File: src/hdl/lrupr_pkg.sv
`timescale 1ns / 1ps
// ----------------------------------------------------------------------------
// LRU page replacement - shared types and constants
// Payload structs for the reference and result channels, plus the command
// and status groups passed between the controller and the datapath.
// ----------------------------------------------------------------------------
package lrupr_pkg;

    localparam int PAGE_W  = 16;
    localparam int SLOT_W  = 3;
    localparam int CFG_W   = 4;
    // wide enough to hold any frame limit up to 32
    localparam int LIMIT_W = 6;

    localparam logic [CFG_W-1:0]  CFG_RESET = 4'd8;
    localparam logic [PAGE_W-1:0] COUNT_MAX = 16'hFFFF;

    typedef struct packed {
        logic [PAGE_W-1:0] page;
        logic              first;
    } t_ref;

    typedef struct packed {
        logic              hit;
        logic [SLOT_W-1:0] slot;
        logic              evicted_valid;
        logic [PAGE_W-1:0] evicted_page;
        logic [PAGE_W-1:0] miss_total;
    } t_res;

    typedef struct packed {
        logic load;
        logic lookup;
        logic scan;
        logic update;
    } t_cmd;

    typedef struct packed {
        logic hit;
        logic fill;
        logic scan_last;
        logic out_free;
    } t_sts;

endpackage

File: src/hdl/lrupr_stream_if.sv
`timescale 1ns / 1ps
// ----------------------------------------------------------------------------
// LRU page replacement - valid/ready stream channel
// Carries one item of type T per handshake.
// ----------------------------------------------------------------------------
interface lrupr_stream_if #(
    parameter type T = logic
);
    logic valid;
    logic ready;
    T     data;

    modport source (output valid, output data, input ready);
    modport sink   (input valid, input data, output ready);
endinterface

File: src/hdl/lrupr_ctrl.sv
`timescale 1ns / 1ps
// ----------------------------------------------------------------------------
// LRU page replacement - controller
// Sequences one reference at a time: load, lookup, optional victim scan,
// then state update into the result register.
// ----------------------------------------------------------------------------
module lrupr_ctrl (
    input  logic             i_clk,
    input  logic             i_rst_n,
    input  logic             i_in_valid,
    output logic             o_in_ready,
    output lrupr_pkg::t_cmd  o_cmd,
    input  lrupr_pkg::t_sts  i_sts
);
    import lrupr_pkg::*;

    typedef enum logic [1:0] {
        S_IDLE,
        S_LOOK,
        S_SCAN,
        S_UPD
    } t_state;

    t_state r_state;
    t_state n_state;

    always_ff @(posedge i_clk) begin
        if (!i_rst_n) begin
            r_state <= S_IDLE;
        end else begin
            r_state <= n_state;
        end
    end

    always_comb begin
        n_state    = r_state;
        o_cmd      = '0;
        o_in_ready = 1'b0;
        unique case (r_state)
            S_IDLE: begin
                o_in_ready = 1'b1;
                if (i_in_valid) begin
                    o_cmd.load = 1'b1;
                    n_state    = S_LOOK;
                end
            end
            S_LOOK: begin
                o_cmd.lookup = 1'b1;
                n_state      = (i_sts.hit || i_sts.fill) ? S_UPD : S_SCAN;
            end
            S_SCAN: begin
                o_cmd.scan = 1'b1;
                if (i_sts.scan_last) begin
                    n_state = S_UPD;
                end
            end
            S_UPD: begin
                // hold until the result register can take the item
                if (i_sts.out_free) begin
                    o_cmd.update = 1'b1;
                    n_state      = S_IDLE;
                end
            end
            default: begin
                n_state = S_IDLE;
            end
        endcase
    end

endmodule

File: src/hdl/lrupr_dpath.sv
`timescale 1ns / 1ps
// ----------------------------------------------------------------------------
// LRU page replacement - datapath
// Frame tags, valid bits, recency ranks, miss counter, frame limit register
// and the result register. Acts on commands from the controller.
// ----------------------------------------------------------------------------
module lrupr_dpath #(
    parameter int MAX_FRAMES = 8,
    parameter int PAGE_BITS  = 16
) (
    input  logic                          i_clk,
    input  logic                          i_rst_n,
    input  logic                          i_cfg_we,
    input  logic [lrupr_pkg::CFG_W-1:0]   i_cfg_wdata,
    input  lrupr_pkg::t_ref               i_ref,
    input  logic                          i_out_ready,
    output logic                          o_out_valid,
    output lrupr_pkg::t_res               o_res,
    input  lrupr_pkg::t_cmd               i_cmd,
    output lrupr_pkg::t_sts               o_sts
);
    import lrupr_pkg::*;

    localparam int IW = (MAX_FRAMES > 1) ? $clog2(MAX_FRAMES) : 1;

    logic [PAGE_BITS-1:0]  r_frame_page [MAX_FRAMES];
    logic [MAX_FRAMES-1:0] r_valid;
    logic [IW-1:0]         r_rank [MAX_FRAMES];
    logic [PAGE_W-1:0]     r_miss_cnt;
    logic [CFG_W-1:0]      r_frames_in_use;
    logic [PAGE_BITS-1:0]  r_ref_page;
    logic                  r_hit;
    logic                  r_fill;
    logic [IW-1:0]         r_idx;
    logic [IW-1:0]         r_best_idx;
    logic [IW-1:0]         r_best_rank;
    t_res                  r_res;
    logic                  r_out_valid;

    logic [LIMIT_W-1:0]    w_cfg_ext;
    logic [LIMIT_W-1:0]    w_limit;
    logic                  w_match_found;
    logic [IW-1:0]         w_match_idx;
    logic                  w_free_found;
    logic [IW-1:0]         w_free_idx;
    logic [IW-1:0]         w_rd_rank;
    logic [PAGE_BITS-1:0]  w_rd_page;
    logic                  w_take;
    logic [IW-1:0]         w_cand_idx;
    logic                  w_scan_last;
    logic                  w_ev;
    logic [PAGE_W-1:0]     n_miss_cnt;
    logic [IW-1:0]         n_rank [MAX_FRAMES];

    // clamp the configured limit to 1..MAX_FRAMES
    always_comb begin
        w_cfg_ext = LIMIT_W'(r_frames_in_use);
        priority if (w_cfg_ext == '0) begin
            w_limit = LIMIT_W'(1);
        end else if (w_cfg_ext > LIMIT_W'(MAX_FRAMES)) begin
            w_limit = LIMIT_W'(MAX_FRAMES);
        end else begin
            w_limit = w_cfg_ext;
        end
    end

    // parallel tag compare and lowest empty frame below the limit
    always_comb begin
        w_match_found = 1'b0;
        w_match_idx   = '0;
        w_free_found  = 1'b0;
        w_free_idx    = '0;
        for (int i = 0; i < MAX_FRAMES; i++) begin
            if (!w_match_found && r_valid[i] && (r_frame_page[i] == r_ref_page)) begin
                w_match_found = 1'b1;
                w_match_idx   = IW'(i);
            end
            if (!w_free_found && !r_valid[i] && (LIMIT_W'(i) < w_limit)) begin
                w_free_found = 1'b1;
                w_free_idx   = IW'(i);
            end
        end
    end

    // indexed read of the frame arrays at r_idx
    assign w_rd_rank   = r_rank[r_idx];
    assign w_rd_page   = r_frame_page[r_idx];

    assign w_take      = w_rd_rank > r_best_rank;
    assign w_cand_idx  = w_take ? r_idx : r_best_idx;
    assign w_scan_last = LIMIT_W'(r_idx) == (w_limit - LIMIT_W'(1));

    assign w_ev        = !r_hit && !r_fill;
    assign n_miss_cnt  = (r_miss_cnt == COUNT_MAX) ? r_miss_cnt : r_miss_cnt + PAGE_W'(1);

    // age frames more recent than the touched one; a fill ages every valid frame
    always_comb begin
        for (int i = 0; i < MAX_FRAMES; i++) begin
            n_rank[i] = r_rank[i];
            if ((IW'(i) != r_idx) && r_valid[i] && (r_fill || (r_rank[i] < w_rd_rank))) begin
                n_rank[i] = r_rank[i] + IW'(1);
            end
        end
        n_rank[r_idx] = '0;
    end

    always_ff @(posedge i_clk) begin
        if (!i_rst_n) begin
            r_valid         <= '0;
            r_miss_cnt      <= '0;
            r_frames_in_use <= CFG_RESET;
            r_out_valid     <= 1'b0;
            for (int i = 0; i < MAX_FRAMES; i++) begin
                r_rank[i] <= '0;
            end
        end else begin
            if (i_cfg_we) begin
                r_frames_in_use <= i_cfg_wdata;
            end
            if (r_out_valid && i_out_ready && !i_cmd.update) begin
                r_out_valid <= 1'b0;
            end
            // start marker drops all frames and the count before the lookup
            if (i_cmd.load && i_ref.first) begin
                r_valid    <= '0;
                r_miss_cnt <= '0;
                for (int i = 0; i < MAX_FRAMES; i++) begin
                    r_rank[i] <= '0;
                end
            end
            if (i_cmd.update) begin
                for (int i = 0; i < MAX_FRAMES; i++) begin
                    r_rank[i] <= n_rank[i];
                end
                if (!r_hit) begin
                    r_miss_cnt <= n_miss_cnt;
                end
                if (r_fill) begin
                    r_valid[r_idx] <= 1'b1;
                end
                r_out_valid <= 1'b1;
            end
        end
    end

    always_ff @(posedge i_clk) begin
        if (i_cmd.load) begin
            r_ref_page <= PAGE_BITS'(i_ref.page);
        end
        if (i_cmd.lookup) begin
            r_hit       <= w_match_found;
            r_fill      <= !w_match_found && w_free_found;
            r_best_idx  <= '0;
            r_best_rank <= '0;
            if (w_match_found) begin
                r_idx <= w_match_idx;
            end else if (w_free_found) begin
                r_idx <= w_free_idx;
            end else begin
                r_idx <= '0;
            end
        end
        if (i_cmd.scan) begin
            r_best_idx <= w_cand_idx;
            if (w_take) begin
                r_best_rank <= w_rd_rank;
            end
            r_idx <= w_scan_last ? w_cand_idx : r_idx + IW'(1);
        end
        if (i_cmd.update) begin
            if (!r_hit) begin
                r_frame_page[r_idx] <= r_ref_page;
            end
            r_res.hit           <= r_hit;
            r_res.slot          <= SLOT_W'(r_idx);
            r_res.evicted_valid <= w_ev;
            r_res.evicted_page  <= w_ev ? PAGE_W'(w_rd_page) : '0;
            r_res.miss_total    <= r_hit ? r_miss_cnt : n_miss_cnt;
        end
    end

    assign o_out_valid     = r_out_valid;
    assign o_res           = r_res;
    assign o_sts.hit       = w_match_found;
    assign o_sts.fill      = !w_match_found && w_free_found;
    assign o_sts.scan_last = w_scan_last;
    assign o_sts.out_free  = !r_out_valid || i_out_ready;

    // victim scan never leaves the frames the policy may use
    a_scan_in_limit: assert property (@(posedge i_clk) disable iff (!i_rst_n)
        i_cmd.scan |-> (LIMIT_W'(r_idx) < w_limit))
        else $error("victim scan beyond frame limit");

    // touched frame becomes most recent
    a_touch_rank: assert property (@(posedge i_clk) disable iff (!i_rst_n)
        i_cmd.update |=> (r_rank[$past(r_idx)] == '0))
        else $error("touched frame not most recent");

    // a filled frame is valid afterwards
    a_fill_valid: assert property (@(posedge i_clk) disable iff (!i_rst_n)
        (i_cmd.update && r_fill) |=> r_valid[$past(r_idx)])
        else $error("filled frame not marked valid");

    // a miss leaves a non-zero count
    a_miss_count: assert property (@(posedge i_clk) disable iff (!i_rst_n)
        (i_cmd.update && !r_hit) |=> (r_miss_cnt != '0))
        else $error("miss not counted");

endmodule

File: src/hdl/lru_page_replacement.sv
`timescale 1ns / 1ps
// ----------------------------------------------------------------------------
// LRU page replacement - top level
// Fully associative page frames with true LRU replacement and a saturating
// miss counter.
//
//   Port        Dir  Handshake     Payload
//   i_ref       in   valid/ready   page, first
//   o_res       out  valid/ready   hit, slot, evicted_valid, evicted_page,
//                                  miss_total
//   i_cfg_we    in   write enable  i_cfg_wdata = frames_in_use
//
// Hits and fills into an empty frame go through accept, tag compare and
// update; a replacement adds an oldest-frame scan over the frames in the
// limit, which reads one recency rank a cycle.
// Synchronous active-low reset empties all frames, clears the count and
// sets the frame limit to 8; no clearing pass is needed.
// The next item is accepted while a result waits in the output register;
// the update step stalls only while that register is still full.
// ----------------------------------------------------------------------------
module lru_page_replacement #(
    parameter int MAX_FRAMES = 8,
    parameter int PAGE_BITS  = 16
) (
    input  logic                        i_clk,
    input  logic                        i_rst_n,
    input  logic                        i_cfg_we,
    input  logic [lrupr_pkg::CFG_W-1:0] i_cfg_wdata,
    lrupr_stream_if.sink                i_ref,
    lrupr_stream_if.source              o_res
);
    import lrupr_pkg::*;

    t_cmd w_cmd;
    t_sts w_sts;
    logic w_in_ready;
    logic w_out_valid;
    t_res w_res;

    lrupr_ctrl u_ctrl (
        .i_clk      (i_clk),
        .i_rst_n    (i_rst_n),
        .i_in_valid (i_ref.valid),
        .o_in_ready (w_in_ready),
        .o_cmd      (w_cmd),
        .i_sts      (w_sts)
    );

    lrupr_dpath #(
        .MAX_FRAMES (MAX_FRAMES),
        .PAGE_BITS  (PAGE_BITS)
    ) u_dpath (
        .i_clk       (i_clk),
        .i_rst_n     (i_rst_n),
        .i_cfg_we    (i_cfg_we),
        .i_cfg_wdata (i_cfg_wdata),
        .i_ref       (i_ref.data),
        .i_out_ready (o_res.ready),
        .o_out_valid (w_out_valid),
        .o_res       (w_res),
        .i_cmd       (w_cmd),
        .o_sts       (w_sts)
    );

    assign i_ref.ready = w_in_ready;
    assign o_res.valid = w_out_valid;
    assign o_res.data  = w_res;

endmodule
File: src/flat_wrapper.sv
// flat-port wrapper written by rule: the top's interface ports become plain ports
module lru_page_replacement_flat import lrupr_pkg::*;
#(
    parameter int MAX_FRAMES = 8,
    parameter int PAGE_BITS  = 16
)
  (i_clk, i_rst_n, i_cfg_we, i_cfg_wdata, i_ref_valid, i_ref_data, i_ref_ready, o_res_valid, o_res_data, o_res_ready);
  lrupr_stream_if i_ref_i ();
  lrupr_stream_if o_res_i ();
  input  logic i_clk;
  input  logic i_rst_n;
  input  logic i_cfg_we;
  input  logic [lrupr_pkg::CFG_W-1:0] i_cfg_wdata;
  input wire logic [$bits(i_ref_i.valid)-1:0] i_ref_valid;
  input wire logic [$bits(i_ref_i.data)-1:0] i_ref_data;
  output wire logic [$bits(i_ref_i.ready)-1:0] i_ref_ready;
  output wire logic [$bits(o_res_i.valid)-1:0] o_res_valid;
  output wire logic [$bits(o_res_i.data)-1:0] o_res_data;
  input wire logic [$bits(o_res_i.ready)-1:0] o_res_ready;
  assign i_ref_i.valid = i_ref_valid;
  assign i_ref_i.data = i_ref_data;
  assign i_ref_ready = i_ref_i.ready;
  assign o_res_valid = o_res_i.valid;
  assign o_res_data = o_res_i.data;
  assign o_res_i.ready = o_res_ready;
  lru_page_replacement #(.MAX_FRAMES(MAX_FRAMES), .PAGE_BITS(PAGE_BITS)) u_core (.i_clk(i_clk), .i_rst_n(i_rst_n), .i_cfg_we(i_cfg_we), .i_cfg_wdata(i_cfg_wdata), .i_ref(i_ref_i), .o_res(o_res_i));
endmodule
File: config.mk
export PLATFORM = sky130hd
export DESIGN_NAME = lru_page_replacement_flat
export DESIGN_NICKNAME = d
export VERILOG_FILES = /design/src/hdl/lrupr_pkg.sv /design/src/hdl/lrupr_stream_if.sv /design/src/hdl/lrupr_ctrl.sv /design/src/hdl/lrupr_dpath.sv /design/src/hdl/lru_page_replacement.sv /design/src/flat_wrapper.sv
export SDC_FILE = /design/constraint.sdc
export NUM_CORES = 1
export LEC_CHECK = 0
export ABC_CLOCK_PERIOD_IN_PS = 6500
export BUFFER_PORTS_ARGS = -buffer_cell sky130_fd_sc_hd__clkbuf_2
export CORE_ASPECT_RATIO = 2
export CORE_MARGIN = 2
export CORE_UTILIZATION = 45
export DETAILED_ROUTE_END_ITERATION = 6
export PLACE_DENSITY = 0.59
export SETUP_SLACK_MARGIN = 0.02
export SLEW_MARGIN = 20
export SYNTH_ARGS = -nofsm -noshare
export SYNTH_HDL_FRONTEND = slang
export SYNTH_SLANG_ARGS = --single-unit
File: constraint.sdc
create_clock -name i_clk -period 6.5 [get_ports i_clk]
set_input_delay 0.65 -clock i_clk [delete_from_list [all_inputs] [get_ports i_clk]]
set_output_delay 0.65 -clock i_clk [all_outputs]
set_load 0.02 [all_outputs]
==> qor.yml, run 1 <==
fin_crit_sh_pct: 48.0
ctsResizeCount: 0
layout_commonest_cell: "nor2_1"
num_antenna_cells: 0
p_leak_uw: 0.00194
p_int_uw: 1180
post-cts-setup-buffers: 0
ff2ff_path_depth: 8
instances_no_fill: 650
setup_viol: 0
synth_seq_cells: 70
htreeDepth: 3
powerDensity_nw_per_um2: 382
core_um2: 9950
design.final.nets: 563
viasPerCell: 5.66
grt_pass1_vias: 3502
grt.busiest_layer: "met2"
grt.total_usage_pct: 20.9
post_drt_wl_per_cell_um: 16.5
ys_types: 58
cp_common_cell: "mux2_2"
io_pins: 13
power.share.clock_pct: 24.4
finalHoldViolations: 0
vias: 3676
grt_max_degree: 18
totalWireLength_mm: 10.7
use_met1_pct: 26.7
outcome: "finished clean"
timing.slew.headroom_pct: 50.4
path_class: "flip-flop to flip-flop"
worstPathArrival_ns: 3.34
critPathMaxFanout: 8
rows: 52
p_total_uw: 1920
die_h_um: 146
hold_buffers: 0
max_cap_viol_count: 0
synthArstFlopShare_pct: 0
met3_usage_pct: 3.59
cp_cell_sequence: "mux4_2, mux2_2, clkinv_2, ha_1, o311ai_0, a2111oi_0, a211o_1, mux2_2"
ys.flop_type: "dfxtp_1"
tightestPinTransition_ns: 0.742
die-width_um: 75.1
clk_latency_ns: 0.33
cts_tree: "yes"
max_freq_mhz: 320
crit_slowest_cell: "mux4_2"
cts_buffer_depth: 2
netlist_area_um2: 4550
gp_congestion: 0.878
clock-sinks: 70
worstPathRequired_ns: 6.72
combPwrFrac_pct: 40.5
switching_share_pct: 38.4
crit_buf_inv: 1
antenna_found_initial: 0
fill_cells: 970
io_buffers: 12
grt_pass1_wl_mm: 17.5
yosys_warnings: 0
area_growth_pct: 10.3
hp-class: "flip-flop to flip-flop"
ys_seq_area_share_pct: 37.4
dieArea_um2: 11000
antenna_left: 0
dp_cells: 635
rrSetupSlack_ns: 3.38
start_util_pct: 45.7
period_minus_slack_ns: 3.12
use_met2_pct: 34.3
drc: 0
slew_viol_final: 0
postSynthCellCount: 499
switching_power_uw: 738
drive_gt1_share_pct: 8.35
setup_tns_ns: 0
fin_skew_ns: 0.00819
clkTransAtPathRegs_ns: 0.06
p_seq_share_pct: 35.1
detailedRoute.firstPassIterationCount: 4
dpl.hpwl_mm: 8.12
numCtsBuffers: 9
drtIter0Drc: 204
cp-start-kind: "flip-flop"
clockRootBuffer: "clkbuf_16"
vdd_drop_max_mv: 0.210
gr-total-overflow: 0
crit_path_max_incr_delay_ns: 0.58
synth_enable_flop_cells: 30
rsz0062_at_grt: "no"
path_depth: 8
critPathTopFamily: "multiplexers"
final_cell_mix: "77 x nor2_1, 42 x ha_1, 40 x dfxtp_1"
crit_path_end_kind: "flip-flop"
synth_nets: 551
avgSynthCellArea_um2: 9.12
## per-stage QoR
stage	hold WS, ns	setup WS [ns]	instance area, µm²	utilization (%)
finish	0.456	3.38	5020	50.5
global route	0.487	3.07	5020	50.5
CTS	0.456	3.34	5020	50.5
detailed placement	0.447	3.35	4740	47.6
global placement	0.447	3.39	4740	47.6
floorplan	0.423	3.43	4550	-
## cell usage after synthesis, drive strengths merged (4+ instances only)
cell     count  share of area, %
a2111oi      4              0.82
a21oi       28               3.1
and3         4              0.55
and4         4              0.77
clkbuf      12              0.99
dfxtp       40                18
edfxtp      30                20
ha          42                12
inv         26               2.1
mux2i       14               3.1
mux4         6               3.0
nand2       25               2.1
nand3       18               2.0
nand3b       7               1.2
nand4        6              0.82
nor2        77               6.3
nor2b        4              0.55
nor3        22               2.4
o211ai       7               1.2
o21a         9               1.5
o21ai       24               2.6
o31ai        4              0.66
o41ai        6               1.2
or3          5              0.69
xnor2       12               2.3
xor2        12               2.3
## state kept, by name, indices dropped and copies added, names as in the netlist, named ones only
register	flops
u_core.u_dpath.r_rank	24
u_core.u_dpath.r_miss_cnt	16
u_core.u_dpath.r_valid	8
u_core.u_dpath.r_frames_in_use	4
u_core.u_dpath.r_best_idx	3
u_core.u_dpath.r_best_rank	3
u_core.u_dpath.r_idx	3
u_core.u_ctrl.r_state	2
u_core.u_dpath.o_out_valid	1
u_core.u_dpath.o_res	1
u_core.u_dpath.r_fill	1
u_core.u_dpath.r_hit	1
## how the worst min path moves through the flow
stage                                          endpoint                           from  slack (ns)  cells after the start
after floorplan           u_core.u_dpath.r_miss_cnt[15]  u_core.u_dpath.r_miss_cnt[15]        0.42                      1
after global placement    u_core.u_dpath.r_miss_cnt[15]  u_core.u_dpath.r_miss_cnt[15]        0.45                      1
after detailed placement  u_core.u_dpath.r_miss_cnt[15]  u_core.u_dpath.r_miss_cnt[15]        0.45                      1
after CTS                 u_core.u_dpath.r_miss_cnt[15]  u_core.u_dpath.r_miss_cnt[15]        0.46                      1
after global routing      u_core.u_dpath.r_miss_cnt[15]  u_core.u_dpath.r_miss_cnt[15]        0.49                      1
final                     u_core.u_dpath.r_miss_cnt[15]  u_core.u_dpath.r_miss_cnt[15]        0.46                      1
## routing by layer
layer | vias up | share of wire (%)
li1 | 1865 | -
met1 | 1743 | 45
met2 | 50 | 52
met3 | 18 | 1.7
met4 | 0 | 2.0
met5 | - | 0
## power by group through the flow
stage	Clock, µW	Sequential (µW)	Combinational, µW
after floorplan	0	616	647
after global placement	0	683	769
after detailed placement	0	684	779
after CTS	480	676	783
after global routing	495	689	881
final	468	675	777
## kinds of logic after synthesis
family | share of synthesized area, %
adders and majority gates | 11.5
and+or+nand+nor | 20.2
buffers and inverters | 3.60
xor gates and xnor gates | 4.62
DFF | 37.4
muxes | 6.54
AOI/OAI and AO/OA | 16.1
## layout make-up
type                    count  area [µm²]  area share (%)
multi-input cells         388        2690            53.5
flip-flops and latches     70        1700            33.9
clock buffers              14         275            5.48
well taps                 135         169            3.36
inverters                  27         103            2.04
repair buffers             15        82.6            1.64
clock inverters             1        5.00          0.0997
No activity file was read; power rests on OpenSTA's default activity.
==> run 2, diff against run 1 <==
- ABC_CLOCK_PERIOD_IN_PS: 6500 -> 2700
- PLACE_DENSITY: 0.59 -> 0.61
- clock period: 6.5 -> 2.7 ns (I/O delays scaled with it)
==> run 2 against run 1 <==
The run now ends with negative setup slack left. Power grew to 3.1 times the previous value. Sequential power up 120%. Global-route usage is 1.6 points higher. Combinational power grew to 4.2 times the previous value. Setup slack worse by 3.5 ns. Critical path depth rose by 3. Register-to-register slack lost 3.5 ns. Design area grew 16%. Flip-flop and latch count unchanged.
==> qor.yml, run 2 (same netlist as run 1, synthesis figures left out) <==
outcome: "complete, but fails checks"  # was finished clean
violations: "negative setup slack"
drc: 0  # unchanged
clock-sinks: 70  # unchanged
dp_slack_ns: -0.0963  # was 3.35 ns
antenna_found_initial: 0  # unchanged
hold_buffers: 0  # unchanged
area_growth_pct: 28.1  # was 10.3%
cts_tree: "yes"  # unchanged
viasPerCell: 5.62  # was 5.66
io_buffers: 12  # unchanged
layout_commonest_cell: "nor2_1"  # unchanged
grt_pass1_vias: 3780  # was 3,502
core_um2: 9950  # unchanged
gr-total-overflow: 0  # unchanged
placed_cell_area_um2: 5190  # was 4740 µm²
max_cap_viol_count: 0  # unchanged
numCtsBuffers: 9  # unchanged
fin_skew_ns: 0.0118  # was 0.00819 ns
rsz0062_at_grt: "yes"  # was no
hp-class: "input pin to flip-flop"  # was flip-flop to flip-flop
fin_ws_ns: -0.0805  # was 3.38 ns
switching_share_pct: 39.9  # was 38.4%
p_int_uw: 3520  # was 1180 µW
largest-register: "u_core.u_dpath.r_rank"  # unchanged
switching_power_uw: 2340  # was 738 µW
grt_pass1_wl_mm: 18.8  # was 17.5 mm
hold-path-endpoint: "u_core.u_dpath.r_frames_in_use[3]"  # was u_core.u_dpath.r_miss_cnt[15]
combPwrFrac_pct: 55.2  # was 40.5%
p_seq_share_pct: 25.8  # was 35.1%
largest_reg_flops: 24  # unchanged
fin_area_um2: 5830  # was 5020 µm²
totalWireLength_mm: 11.9  # was 10.7 mm
rows: 52  # unchanged
finalHoldViolations: 0  # unchanged
reg.largest.list: "u_core.u_dpath.r_rank x24, u_core.u_dpath.r_miss_cnt x16, u_core.u_dpath.r_valid x8"  # unchanged
gp_congestion: 0.861  # was 0.878
dpl.hpwl_mm: 8.74  # was 8.12 mm
post_drt_wl_per_cell_um: 17.0  # was 16.5 µm
drive_gt1_share_pct: 26.8  # was 8.35%
post-route-util_pct: 58.6  # was 50.5%
critPathMaxFanout: 6  # was 8
timing.slew.headroom_pct: 44.9  # was 50.4%
grt_max_degree: 18  # unchanged
worstPathArrival_ns: 2.87  # was 3.34 ns
dieArea_um2: 11000  # unchanged
power.share.clock_pct: 18.9  # was 24.4%
whs_path_depth: 3  # was 1
num_antenna_cells: 0  # unchanged
clkTransAtPathRegs_ns: 0.06  # about the same
vias: 3948  # was 3,676
die_h_um: 146  # unchanged
cts_buffer_depth: 2  # unchanged
detailedRoute.firstPassIterationCount: 5  # was 4
io_pins: 13  # unchanged
p_leak_uw: 0.00227  # was 0.00194 µW
worstPathRequired_ns: 2.79  # was 6.72 ns
final_cell_mix: "72 x nor2_1, 46 x buf_4, 39 x dfxtp_1"  # was 77 x nor2_1, 42 x ha_1, 40 x dfxtp_1
start_util_pct: 45.7  # unchanged
powerDensity_nw_per_um2: 1000  # was 382 nW/µm²
cp-start-kind: "flip-flop"  # unchanged
fin_crit_sh_pct: 103  # was 48.0%
clockRootBuffer: "clkbuf_16"  # unchanged
grt.total_usage_pct: 22.6  # was 20.9%
max_freq_mhz: 360  # was 320 MHz
ff2ff_path_depth: 11  # was 8
antenna_left: 0  # unchanged
die-width_um: 75.1  # unchanged
slew_viol_final: 0  # unchanged
path_class: "flip-flop to flip-flop"  # unchanged
rrSetupSlack_ns: -0.08  # was 3.38 ns
setup_viol: 11  # was 0
tightestPinTransition_ns: 0.826  # was 0.742 ns
drtIter0Drc: 230  # was 204
r2r_end: "u_core.u_dpath.r_idx[1]"
clk_latency_ns: 0.34  # was 0.33 ns
design.final.nets: 615  # was 563
holdCritStartpoint: "i_cfg_wdata[3]"  # was u_core.u_dpath.r_miss_cnt[15]
htreeDepth: 3  # unchanged
crit_path_end_kind: "flip-flop"  # unchanged
period_minus_slack_ns: 2.78  # was 3.12 ns
vdd_drop_max_mv: 0.649  # was 0.210 mV
-- run 2: layout make-up --
class	instances	area [µm²]
clock inverters	6	42.5
clock buffers	10	229
multi-input cells	388	3070
inverters	27	103
fillers	888	4120
well taps	135	169
repair buffers	67	515
flip-flops and latches	70	1700
-- run 2: routing by layer --
layer | share of wire, % | track usage [%] | vias up | wire [µm]
li1 | - | - | 1965 | -
met1 | 42 | 28.1 | 1864 | 5060
met2 | 51 | 37.1 | 91 | 6090
met3 | 3.8 | 5.59 | 28 | 452
met4 | 2.7 | 7.68 | 0 | 325
met5 | 0 | 0 | - | 0
-- run 2: how the worst max path moves through the flow --
stage / start / endpoint / slack [ns]
final: flip-flop / u_core.u_dpath.r_idx[1] / -0.08
after global routing: flip-flop / u_core.u_dpath.r_idx[1] / -0.19
after CTS: flip-flop / u_core.u_dpath.r_idx[2] / -0.03
after detailed placement: flip-flop / u_core.u_dpath.r_idx[2] / -0.1
after global placement: flip-flop / flip-flop / -0.03
after floorplan: u_core.u_dpath.r_frames_in_use[2] / flip-flop / 0.03
-- run 2: per-stage QoR --
step	total power [µW]	hold WS [ns]	std cells	TNS, ns
final	5860	0.146	703	-0.330
after global routing	6200	0.169	703	-2.83
after global placement	3970	0.446	682	-0.0274
after CTS	5300	0.146	700	-0.0935
after detailed placement	4030	0.447	682	-0.436
after floorplan	3230	0.400	499	0
-- run 2: power groups by stage --
stage	clock, µW	combinational, µW	sequential [µW]
after floorplan	0	1740	1490
after global placement	0	2450	1520
after detailed placement	0	2500	1520
after CTS	1120	2670	1500
after global routing	1160	3510	1530
final	1110	3240	1510
-- run 2: critical path, stage by stage, from the launching register on --
cell,delay (ns)
dfxtp_2,0.35
buf_12,0.13
mux4_2,0.53
mux2i_4,0.25
inv_2,0.07
ha_4,0.30
nand3b_1,0.15
a21oi_4,0.20
mux2i_1,0.23
nor2_2,0.07
a21oi_2,0.18
nand2_1,0.07
-- run 2: what timing repair did --
| action | 4_1_cts | 5_1_grt |
|---|---|---|
| setup endpoints to repair | 21 | 32 |
| gates resized for setup | 13 | 54 |
| setup buffers | 2 | 6 |
| gates cloned | 0 | 0 |
| pin swaps | 12 | 22 |
==> run 3, diff against run 2 <==
- CELL_PAD_IN_SITES_DETAIL_PLACEMENT: default -> 0
- CELL_PAD_IN_SITES_GLOBAL_PLACEMENT: default -> 1
- CORE_UTILIZATION: 45 -> 44
- PLACE_DENSITY: 0.61 -> 0.74
==> run 3 against run 2 <==
The run still ends with negative setup slack left. Setup slack got worse by 0.023 ns. Sequential share of layout area decreased by 0.52 points. Fmax decreased by 0.83%. Power increased by 3.1%. Utilization increased by 0.30 points. Flip-flop and latch count unchanged. Critical path type unchanged.
==> qor.yml, run 3 (same netlist as run 1, synthesis figures left out) <==
vias: 4010  # was 3,948
io_pins: 13  # unchanged
io_buffers: 12  # unchanged
start_util_pct: 45.1  # was 45.7%
outcome: "complete, but fails checks"  # unchanged
setup_tns_ns: -0.433  # was -0.330 ns
critPathMaxFanout: 6  # unchanged
fin_skew_ns: 0.00906  # was 0.0118 ns
crit_path_end_kind: "flip-flop"  # unchanged
met3_usage_pct: 3.54  # was 5.59%
switching_power_uw: 2400  # was 2340 µW
finalHoldViolations: 0  # unchanged
grt_max_degree: 18  # unchanged
rrSetupSlack_ns: -0.10  # was -0.08 ns
num_antenna_cells: 0  # unchanged
slew_viol_final: 0  # unchanged
switching_share_pct: 39.7  # was 39.9%
rows: 52  # unchanged
cts_tree: "yes"  # unchanged
max_freq_mhz: 357  # was 360 MHz
layout_commonest_cell: "nor2_1"  # unchanged
drtIter0Drc: 201  # was 230
multi_input_area_um2: 3160  # was 3070 µm²
hp-class: "input pin to flip-flop"  # unchanged
grt.total_usage_pct: 23.7  # was 22.6%
hold-path-endpoint: "u_core.u_dpath.r_frames_in_use[3]"  # unchanged
clk_latency_ns: 0.33  # was 0.34 ns
use_met1_pct: 21.5  # was 28.1%
cts_buffer_depth: 2  # unchanged
area_growth_pct: 30.5  # was 28.1%
ff2ff_path_depth: 13  # was 11
dp_cells: 679  # was 682
dieArea_um2: 11200  # was 11,000 µm²
grt_pass1_wl_mm: 20.7  # was 18.8 mm
fin_hold_ws_ns: 0.163  # was 0.146 ns
clock-sinks: 70  # unchanged
holdCritStartpoint: "i_cfg_wdata[3]"  # unchanged
antenna_found_initial: 0  # unchanged
timing.slew.headroom_pct: 43.8  # was 44.9%
reg.largest.list: "u_core.u_dpath.r_rank x24, u_core.u_dpath.r_miss_cnt x16, u_core.u_dpath.r_valid x8"  # unchanged
max_cap_viol_count: 0  # unchanged
vdd_drop_max_mv: 0.625  # was 0.649 mV
powerDensity_nw_per_um2: 1020  # was 1000 nW/µm²
path_class: "flip-flop to flip-flop"  # unchanged
regArea_um2: 1700  # unchanged
violations: "negative setup slack"  # unchanged
p_seq_share_pct: 25.5  # was 25.8%
antenna_left: 0  # unchanged
power.share.clock_pct: 18.2  # was 18.9%
worstPathRequired_ns: 2.77  # was 2.79 ns
gp_congestion: 0.833  # was 0.861
use_met2_pct: 48.1  # was 37.1%
r2r_end: "u_core.u_dpath.r_rank[5][1]"  # was u_core.u_dpath.r_idx[1]
tightestPinTransition_ns: 0.843  # was 0.826 ns
instances_no_fill: 704  # was 703
largest_reg_flops: 24  # unchanged
die-width_um: 75.9  # was 75.1 µm
worstPathArrival_ns: 2.87  # about the same
dpl.hpwl_mm: 10.0  # was 8.74 mm
viasPerCell: 5.70  # was 5.62
fin_crit_sh_pct: 104  # was 103%
whs_path_depth: 3  # unchanged
htreeDepth: 3  # unchanged
combPwrFrac_pct: 56.4  # was 55.2%
dp_slack_ns: -0.149  # was -0.0963 ns
drc: 0  # unchanged
design.final.nets: 616  # was 615
largest-register: "u_core.u_dpath.r_rank"  # unchanged
detailedRoute.firstPassIterationCount: 4  # was 5
grt.busiest_layer: "met2"  # unchanged
final_cell_mix: "68 x nor2_1, 48 x buf_4, 39 x dfxtp_1"  # was 72 x nor2_1, 46 x buf_4, 39 x dfxtp_1
fill_cells: 912  # was 888
p_leak_uw: 0.00230  # was 0.00227 µW
cp-start-kind: "flip-flop"  # unchanged
gr-total-overflow: 0  # unchanged
die_h_um: 148  # was 146 µm
totalWireLength_mm: 13.0  # was 11.9 mm
p_int_uw: 3640  # was 3520 µW
setup_viol: 10  # was 11
period_minus_slack_ns: 2.80  # was 2.78 ns
hold_buffers: 0  # unchanged
numCtsBuffers: 9  # unchanged
grt_pass1_vias: 4226  # was 3,780
drive_gt1_share_pct: 28.5  # was 26.8%
fin_ws_ns: -0.104  # was -0.0805 ns
core_um2: 10100  # was 9950 µm²
clkTransAtPathRegs_ns: 0.06  # about the same
clockRootBuffer: "clkbuf_16"  # unchanged
rsz0062_at_grt: "yes"  # unchanged
post_drt_wl_per_cell_um: 18.5  # was 17.0 µm
## run 3: how the worst max path moves through the flow
stage / from / endpoint / slack (ns) / depth (start not counted)
after floorplan: u_core.u_dpath.r_frames_in_use[2] / flip-flop / 0.03 / 9
final: flip-flop / u_core.u_dpath.r_rank[5][1] / -0.10 / 13
after CTS: flip-flop / flip-flop / -0.06 / 11
after global placement: flip-flop / u_core.u_dpath.r_rank[1][0] / -0.12 / 11
after detailed placement: flip-flop / u_core.u_dpath.r_rank[7][1] / -0.15 / 11
after global routing: flip-flop / u_core.u_dpath.r_rank[5][1] / -0.23 / 13
## run 3: layer usage
| layer | vias up | wire (µm) |
|---|---|---|
| li1 | 1956 | - |
| met1 | 1954 | 4520 |
| met2 | 66 | 7670 |
| met3 | 34 | 231 |
| met4 | 0 | 613 |
| met5 | - | 0 |
## run 3: layout make-up
class / count / share of cell area [%]
inverters: 27 / 1.77
clock inverters: 6 / 0.569
flip-flops and latches: 70 / 28.7
repair buffers: 68 / 8.89
clock buffers: 10 / 4.02
multi-input cells: 388 / 53.2
well taps: 135 / 2.84
## run 3: metrics by stage
stage | cell area, µm² | total power [µW] | utilization (%)
3_3_place_gp | 5170 | 4010 | 51.2
4_1_cts | 5660 | 5590 | 56.1
6_report | 5940 | 6040 | 58.9
5_1_grt | 5940 | 6410 | 58.9
3_5_place_dp | 5170 | 4100 | 51.2
2_1_floorplan | 4630 | 3230 | -
## run 3: critical path, cell delays in order (launching register included)
cell and delay, ns:
dfxtp_2 0.33, buf_12 0.12, mux4_2 0.53, mux2i_4 0.20, buf_4 0.15, buf_6 0.08
buf_4 0.11, ha_4 0.20, nor3_4 0.18, nor2_2 0.07, o41ai_2 0.06, o21a_1 0.23
mux2i_1 0.22, nor2_1 0.05
## run 3: power groups by stage
stage	sequential (µW)	combinational (µW)	clock (µW)
2_1_floorplan	1490	1740	0
3_3_place_gp	1550	2460	0
3_5_place_dp	1550	2550	0
4_1_cts	1540	2940	1120
5_1_grt	1560	3690	1160
6_report	1540	3400	1100
## run 3: what timing repair did
action	CTS	global route
buffers inserted	4	6
endpoints found under the setup margin	31	32
pin swaps	25	35
gates resized for setup	35	45
